--- src/delimiter_tokenizer_with_decimal_value_defines.svh ---
// Assertion macros shared by the delimiter tokenizer RTL.
`ifndef DELIMITER_TOKENIZER_WITH_DECIMAL_VALUE_DEFINES_SVH
`define DELIMITER_TOKENIZER_WITH_DECIMAL_VALUE_DEFINES_SVH

// Checks a property on every rising clock edge outside reset.
`define DTK_ASSERT(label, prop, msg) \
	label: assert property (@(posedge clk) disable iff (!arst_n) prop) else $error(msg);

// Checks a property on every rising clock edge, reset included.
`define DTK_ASSERT_ALWAYS(label, prop, msg) \
	label: assert property (@(posedge clk) prop) else $error(msg);

`endif

--- src/dtk_pkg.sv ---
// Types and constants of the delimiter tokenizer.
package dtk_pkg;

	localparam int unsigned NUM_DELIM_REGS = 5;

	// Input kinds.
	localparam logic KIND_BYTE = 1'b0;
	localparam logic KIND_END  = 1'b1;

	// Configuration register indexes.
	localparam logic [2:0] REG_DELIM_A    = 3'd0;
	localparam logic [2:0] REG_DELIM_B    = 3'd1;
	localparam logic [2:0] REG_DELIM_C    = 3'd2;
	localparam logic [2:0] REG_DELIM_D    = 3'd3;
	localparam logic [2:0] REG_DELIM_E    = 3'd4;
	localparam logic [2:0] REG_DELIM_USED = 3'd5;

	// Reset values of the configuration registers.
	localparam logic [7:0] DELIM_A_RST    = 8'h0A;
	localparam logic [7:0] DELIM_B_RST    = 8'h2C;
	localparam logic [7:0] DELIM_C_RST    = 8'h3D;
	localparam logic [7:0] DELIM_D_RST    = 8'h28;
	localparam logic [7:0] DELIM_E_RST    = 8'h29;
	localparam logic [2:0] DELIM_USED_RST = 3'd5;

	localparam logic [7:0] CHAR_ZERO = 8'h30;
	localparam logic [7:0] CHAR_NINE = 8'h39;

	typedef struct packed {
		logic       kind;
		logic [7:0] char_in;
	} in_t;

	typedef struct packed {
		logic        token_valid;
		logic [7:0]  token_index;
		logic [15:0] token_begin;
		logic [15:0] token_length;
		logic [31:0] token_value;
		logic        is_end;
		logic [8:0]  token_count;
		logic        overflow;
	} out_t;

endpackage

--- src/delimiter_tokenizer_with_decimal_value.sv ---
// Top level of the delimiter tokenizer with decimal token value. A string enters one
// byte per input beat (kind = byte), closed by one beat with kind = end. Bytes equal
// to one of the first delim_used delimiter registers (at most MAX_DELIMS) end the
// open token; runs of delimiters produce nothing. Each closed token within TOK_LIMIT
// leaves as one output beat with its index, start, length and decimal digit value.
// The end beat always yields one output beat with is_end set, the token count and
// overflow flag, carrying the flushed token if one was open and fit, and clears the
// string state. Both channels are valid/stall. One byte is taken every cycle unless
// in_stall is high: the next-state logic is a short compare, add and shift-add path
// between the state registers and the output stage. The output side holds a result
// register plus one skid register, so an input beat is still taken while a finished
// result waits; in_stall rises only when both are full. Stalled output beats hold
// their payload. Reset clears the string state and both output valid flags and loads
// the default delimiters (newline, comma, equals, open and close parenthesis, all
// five active). Configuration writes through cfg_we/cfg_index/cfg_data take effect
// at once; the user must do them only while idle, which the block does not enforce.
`include "delimiter_tokenizer_with_decimal_value_defines.svh"

module delimiter_tokenizer_with_decimal_value
	import dtk_pkg::*;
#(
	parameter int unsigned MAX_TOKENS = 256,
	parameter int unsigned MAX_LENGTH = 65535,
	parameter int unsigned MAX_DELIMS = 5
) (
	input  logic       clk,
	input  logic       arst_n,
	input  logic       in_valid,
	output logic       in_stall,
	input  in_t        in_data,
	output logic       out_valid,
	input  logic       out_stall,
	output out_t       out_data,
	input  logic       cfg_we,
	input  logic [2:0] cfg_index,
	input  logic [7:0] cfg_data
);

	// The token counter is nine bits wide, so the limit is capped at 511.
	localparam logic [8:0]  TOK_LIMIT = 9'((MAX_TOKENS > 511) ? 511 : MAX_TOKENS);
	localparam logic [15:0] LEN_LIMIT = 16'(MAX_LENGTH);
	localparam logic [2:0]  DELIM_CAP = 3'((MAX_DELIMS > NUM_DELIM_REGS) ?
		NUM_DELIM_REGS : MAX_DELIMS);

	// Configuration registers.
	logic [7:0] delim_q [NUM_DELIM_REGS];
	logic [2:0] delim_used_q;

	// String state.
	logic        in_token_q;
	logic [15:0] start_pos_q;
	logic [15:0] byte_pos_q;
	logic [8:0]  tokens_found_q;
	logic [31:0] value_acc_q;
	logic        overflow_seen_q;

	// Output stage: result register and skid register.
	logic out_valid_q;
	logic skid_valid_q;
	out_t out_q;
	out_t skid_q;

	// Next-state and result of the current beat.
	logic        in_token_d;
	logic [15:0] start_pos_d;
	logic [15:0] byte_pos_d;
	logic [8:0]  tokens_found_d;
	logic [31:0] value_acc_d;
	logic        overflow_seen_d;
	out_t        res;
	logic        push;

	logic        in_acc;
	logic        out_pop;
	logic [2:0]  delim_active;
	logic        is_delim;
	logic        is_digit;
	logic        room;
	logic [31:0] value_base;
	out_t        token_res;

	assign in_stall  = skid_valid_q;
	assign in_acc    = in_valid && !in_stall;
	assign out_valid = out_valid_q;
	assign out_data  = out_q;
	assign out_pop   = out_valid_q && !out_stall;

	// Configuration writes.
	always_ff @(posedge clk or negedge arst_n) begin
		if (!arst_n) begin
			delim_q[0]   <= DELIM_A_RST;
			delim_q[1]   <= DELIM_B_RST;
			delim_q[2]   <= DELIM_C_RST;
			delim_q[3]   <= DELIM_D_RST;
			delim_q[4]   <= DELIM_E_RST;
			delim_used_q <= DELIM_USED_RST;
		end else if (cfg_we) begin
			unique case (cfg_index)
				REG_DELIM_A:    delim_q[0]   <= cfg_data;
				REG_DELIM_B:    delim_q[1]   <= cfg_data;
				REG_DELIM_C:    delim_q[2]   <= cfg_data;
				REG_DELIM_D:    delim_q[3]   <= cfg_data;
				REG_DELIM_E:    delim_q[4]   <= cfg_data;
				REG_DELIM_USED: delim_used_q <= cfg_data[2:0];
				default: ;
			endcase
		end
	end

	// All five comparators run in parallel; only the first delim_active count.
	always_comb begin
		delim_active = (delim_used_q > DELIM_CAP) ? DELIM_CAP : delim_used_q;
		is_delim = 1'b0;
		for (int i = 0; i < NUM_DELIM_REGS; i++) begin
			if ((3'(i) < delim_active) && (delim_q[i] == in_data.char_in)) begin
				is_delim = 1'b1;
			end
		end
	end

	assign is_digit = (in_data.char_in >= CHAR_ZERO) && (in_data.char_in <= CHAR_NINE);
	assign room     = tokens_found_q < TOK_LIMIT;

	// A fresh token starts its value from zero.
	assign value_base = in_token_q ? value_acc_q : 32'd0;

	// Fields of the token that closes on this beat.
	always_comb begin
		token_res              = '0;
		token_res.token_valid  = 1'b1;
		token_res.token_index  = tokens_found_q[7:0];
		token_res.token_begin  = start_pos_q;
		token_res.token_length = byte_pos_q - start_pos_q;
		token_res.token_value  = value_acc_q;
	end

	always_comb begin
		in_token_d      = in_token_q;
		start_pos_d     = start_pos_q;
		byte_pos_d      = byte_pos_q;
		tokens_found_d  = tokens_found_q;
		value_acc_d     = value_acc_q;
		overflow_seen_d = overflow_seen_q;
		res             = '0;
		push            = 1'b0;

		if (in_data.kind == KIND_END) begin
			// Flush the open token if there is room, report and clear the string.
			push = 1'b1;
			if (in_token_q && room) begin
				res = token_res;
			end
			res.is_end      = 1'b1;
			res.token_count = tokens_found_q + 9'(in_token_q && room);
			res.overflow    = overflow_seen_q || (in_token_q && !room);
			in_token_d      = 1'b0;
			start_pos_d     = '0;
			byte_pos_d      = '0;
			tokens_found_d  = '0;
			value_acc_d     = '0;
			overflow_seen_d = 1'b0;
		end else if (byte_pos_q >= LEN_LIMIT) begin
			// Bytes past the length limit are dropped.
			overflow_seen_d = 1'b1;
		end else begin
			byte_pos_d = byte_pos_q + 16'd1;
			if (is_delim) begin
				if (in_token_q) begin
					in_token_d = 1'b0;
					if (room) begin
						push           = 1'b1;
						res            = token_res;
						res.overflow   = overflow_seen_q;
						tokens_found_d = tokens_found_q + 9'd1;
					end else begin
						overflow_seen_d = 1'b1;
					end
				end
			end else begin
				if (!in_token_q) begin
					in_token_d  = 1'b1;
					start_pos_d = byte_pos_q;
				end
				// value * 10 + digit as two shifts and two adds, wrapping at 32 bits.
				if (is_digit) begin
					value_acc_d = (value_base << 3) + (value_base << 1) +
						{24'd0, in_data.char_in - CHAR_ZERO};
				end else begin
					value_acc_d = value_base;
				end
			end
		end
	end

	// String state advances on every accepted input beat.
	always_ff @(posedge clk or negedge arst_n) begin
		if (!arst_n) begin
			in_token_q      <= 1'b0;
			start_pos_q     <= '0;
			byte_pos_q      <= '0;
			tokens_found_q  <= '0;
			value_acc_q     <= '0;
			overflow_seen_q <= 1'b0;
		end else if (in_acc) begin
			in_token_q      <= in_token_d;
			start_pos_q     <= start_pos_d;
			byte_pos_q      <= byte_pos_d;
			tokens_found_q  <= tokens_found_d;
			value_acc_q     <= value_acc_d;
			overflow_seen_q <= overflow_seen_d;
		end
	end

	// Output stage control. The skid register fills only when the result
	// register is held by a stall; it drains into the result register first.
	always_ff @(posedge clk or negedge arst_n) begin
		if (!arst_n) begin
			out_valid_q  <= 1'b0;
			skid_valid_q <= 1'b0;
		end else if (!out_valid_q || out_pop) begin
			if (skid_valid_q) begin
				out_valid_q  <= 1'b1;
				skid_valid_q <= 1'b0;
			end else begin
				out_valid_q <= in_acc && push;
			end
		end else if (in_acc && push) begin
			skid_valid_q <= 1'b1;
		end
	end

	// Output stage payload.
	always_ff @(posedge clk) begin
		if (!out_valid_q || out_pop) begin
			if (skid_valid_q) begin
				out_q <= skid_q;
			end else if (in_acc && push) begin
				out_q <= res;
			end
		end else if (in_acc && push) begin
			skid_q <= res;
		end
	end

	`DTK_ASSERT(a_skid_behind_out, skid_valid_q |-> out_valid_q, "skid full with result register empty")
	`DTK_ASSERT(a_end_gives_beat, (in_acc && in_data.kind == KIND_END) |=> out_valid_q, "end beat produced no result")
	`DTK_ASSERT(a_count_in_limit, tokens_found_q <= TOK_LIMIT, "token count beyond limit")

endmodule
--- config.mk ---
export PLATFORM = sky130hd
export DESIGN_NAME = delimiter_tokenizer_with_decimal_value
export DESIGN_NICKNAME = d
export VERILOG_FILES = /design/src/dtk_pkg.sv /design/src/delimiter_tokenizer_with_decimal_value.sv
export VERILOG_INCLUDE_DIRS = /design/src /design/src/src
export SDC_FILE = /design/constraint.sdc
export NUM_CORES = 1
export LEC_CHECK = 0
export ABC_CLOCK_PERIOD_IN_PS = 8560
export BUFFER_PORTS_ARGS = -buffer_cell sky130_fd_sc_hd__buf_2
export CAP_MARGIN = 40
export CELL_PAD_IN_SITES_DETAIL_PLACEMENT = 1
export CELL_PAD_IN_SITES_GLOBAL_PLACEMENT = 1
export CORE_ASPECT_RATIO = 1.4
export CORE_MARGIN = 1
export CORE_UTILIZATION = 49
export DETAILED_ROUTE_END_ITERATION = 8
export GPL_ROUTABILITY_DRIVEN = 0
export PLACE_DENSITY_LB_ADDON = 0.1
export REMOVE_ABC_BUFFERS = 1
export SLEW_MARGIN = 10
export SYNTH_ARGS = -nofsm -noshare
export SYNTH_HDL_FRONTEND = slang
export SYNTH_SLANG_ARGS = --single-unit
--- constraint.sdc ---
create_clock -name clk -period 8.56 [get_ports clk]
set_input_delay 0 -clock clk [delete_from_list [all_inputs] [get_ports clk]]
set_output_delay 0 -clock clk [all_outputs]
set_load 0.02 [all_outputs]
==> flow_metrics.tcl <==
set metrics [dict create \
    worstPathRequired_ns 8.74 \
    drt_first_pass_iters 4 \
    r2r_end "skid_q[47]" \
    end_kind "flip-flop" \
    grtUsageTotal 0.232 \
    overflow 0 \
    synth_cells 1247 \
    final_cells 1775 \
    drive_gt1_frac 0.229 \
    setup_viol 0 \
    ir_worst_vdd_uv 144 \
    reg2reg_slack_ns 4.34 \
    netlist_area_um2 14900 \
    rsz0062_at_grt "no" \
    n_fill_cell 3092 \
    setup_tns_ns 0 \
    numCtsBuffers 30 \
    wl_per_cell_um 19.7 \
    yosysUniqueCellTypes 68 \
    leakage_nw 7.26 \
    h-tree-depth 1 \
    synth_edf_count 168 \
    clock-skew-final_ns 0.0151 \
    first_iter_violations 411 \
    drt-total-wl_um 34900 \
    grt_max_degree 64 \
    post_cts_buffers 0 \
    die_h_um 209 \
    maxCapViolations 0 \
    min_from "in_data[1]" \
    startpoint "delim_q[33]" \
    clk_pin_slew_ns 0.06 \
    vias 10000 \
    setup.worst_path.start_class "flip-flop" \
    coreArea_um2 29900 \
    ios 111 \
    avgSynthCellArea_um2 12.0 \
    period_share 0.494 \
    insertion_delay_ns 0.56 \
    antenna_found_initial 0 \
    floorplan.initialDensity 0.499 \
    clock.fmax_mhz 237 \
    die_w_um 150 \
    synthFlopType "edfxtp_1" \
    fin_crit_ns 4.22 \
    dp_cells 1699 \
    syn2layout_area_growth_pct 14.9 \
    rr_worst_depth 9 \
    cts_hold_buf 20 \
    portBuffers 110 \
    yosys_warnings 0 \
    r2r_start "delim_q[33]" \
    fp-row-count 75 \
    async_flop_share 0.417 \
    n_antenna_cell 0 \
    finalHoldViolCount 0 \
    grt_pass1_vias 10900 \
    power_mw 3.45 \
    hold_path_class "in -> reg" \
    final_nets 1472 \
    status "completed" \
    worstMarginPinSlew_ns 0.814 \
    grt_pass1_wl_um 57500 \
    cts.sinks 288 \
    postRouteAntennaNets 0 \
    hpwl_um 25000 \
    dieArea_um2 31200 \
    crit_arrival_ns 4.41 \
    drt_drc_violations_left 0 \
    cts_resized 0 \
    holdPathStages 3 \
    path_class "reg -> reg" \
    viasPerCell 5.64 \
    slew_viol_final 0 \
    cts_buffer_depth 3 \
    root_buffer "clkbuf_16" \
    slew_headroom 0.456 \
    hold_end "value_acc_q[1]" \
    cts_tree "done" \
    path_max_fanout 46 \
    synth_seq_cells 288 \
    seq_area_frac_synth 0.540 \
    power_density_nw_per_um2 201 \
]
==> worst max path at each step <==
| stage | end | depth (start not counted) |
|---|---|---|
| global placement | value_acc_q[25] | 12 |
| detailed placement | skid_q[31] | 9 |
| CTS | skid_q[44] | 9 |
| global route | skid_q[34] | 9 |
| floorplan | out_data[0] | 1 |
| finish | skid_q[47] | 9 |
==> area by class of cell <==
type                            instances  area, µm²  area share
Sequential cell                       288       8070       0.471
Multi-Input combinational cell        853       6460       0.376
Timing Repair Buffer                  147        932      0.0543
Clock buffer                           41        863      0.0503
Tap cell                              385        482      0.0281
Clock inverter                         15        174      0.0101
Inverter                               46        173      0.0101
==> registers in the layout, summed over array words and instances, names as in the netlist <==
name and count:
delim_q 40, overflow_seen_q 1, skid_q 84, byte_pos_q 16
out_data 84, out_valid 1, in_token_q 1, in_stall 1
value_acc_q 32, delim_used_q 3, tokens_found_q 9, start_pos_q 16
==> Yosys cell counts, types with 3 or more instances <==
cell type / instances / area, µm²
inv_1: 44 / 165
dfrtp_1: 103 / 2580
fa_1: 7 / 140
and3_1: 10 / 62.6
clkbuf_1: 40 / 150
mux2_2: 99 / 1110
and2_4: 10 / 87.6
o41ai_1: 3 / 26.3
ha_1: 74 / 926
a21boi_0: 3 / 22.5
nor3_1: 15 / 75.1
a211o_1: 5 / 43.8
xnor2_1: 64 / 561
nand2_1: 79 / 297
xor2_1: 41 / 359
a21oi_1: 53 / 265
nor4_1: 6 / 37.5
nand2b_1: 6 / 37.5
buf_2: 10 / 50.1
edfxtp_1: 168 / 5040
and2_1: 63 / 394
nand3_1: 24 / 120
o31ai_1: 31 / 233
nor2_1: 88 / 330
nor2b_1: 5 / 31.3
nand4_1: 19 / 119
a22oi_1: 3 / 22.5
buf_4: 8 / 60.1
o21ai_0: 35 / 175
a22o_1: 45 / 394
dfstp_2: 17 / 447
a31oi_1: 10 / 62.6
a21o_1: 13 / 97.6
==> routing by layer <==
metal	part of all wire	track usage	up-vias	wire (µm)
li1	-	-	4763	-
met1	0.40	0.269	5055	13900
met2	0.56	0.443	132	19400
met3	0.023	0.0218	54	801
met4	0.024	0.0676	0	826
met5	0	0	-	0
==> stage by stage <==
| step | setup slack [ns] | util | hold slack, ns | cell area, µm² |
|---|---|---|---|---|
| floorplan | 1.10 | - | -0.296 | 14700 |
| global placement | 4.18 | 0.528 | -0.0221 | 15800 |
| detailed placement | 4.34 | 0.531 | -0.0227 | 15900 |
| CTS | 4.31 | 0.573 | 0.000291 | 17200 |
| global route | 4.09 | 0.573 | 0.0243 | 17200 |
| finish | 4.34 | 0.573 | 0.0145 | 17200 |
==> cells in the final DEF (no fill, tap or decap), drive strengths merged, types with 45 or more instances in the layout <==
cell type and n:
ha 74, mux2 99, inv 45, edfxtp 168, xnor2 64, a22o 45
buf 128, nand2 80, dfrtp 103, and2 73, nor2 89, a21oi 55
==> cells by family (layout without fill, tap and decap cells) <==
| logic type | Yosys count | count (layout) | share of synthesized area |
|---|---|---|---|
| AO/OA/AOI/OAI | 229 | 229 | 0.107 |
| XOR/XNOR | 105 | 105 | 0.0616 |
| adder cells (fa/ha/maj) | 81 | 81 | 0.0714 |
| buffers and inverters | 106 | 249 | 0.0305 |
| flip-flops | 288 | 288 | 0.540 |
| multiplexers | 101 | 101 | 0.0760 |
| AND/OR/NAND/NOR | 337 | 337 | 0.114 |
==> report_power, final <==
part	switching (mW)	internal (mW)
clock network	0.542	0.821
logic	0.252	0.184
registers	0.0666	1.59
==> worst max-delay path, cell delays in order, from the launching register on <==
cell      delay [ns]
dfstp_2         0.54
xnor2_1         0.12
nand4_1         0.11
nor4_1          0.27
o311ai_0        0.20
and3_1          0.37
or2_2           0.51
a21oi_2         0.41
and3_4          0.61
buf_4           0.64
(Power assumes the default switching activity.)
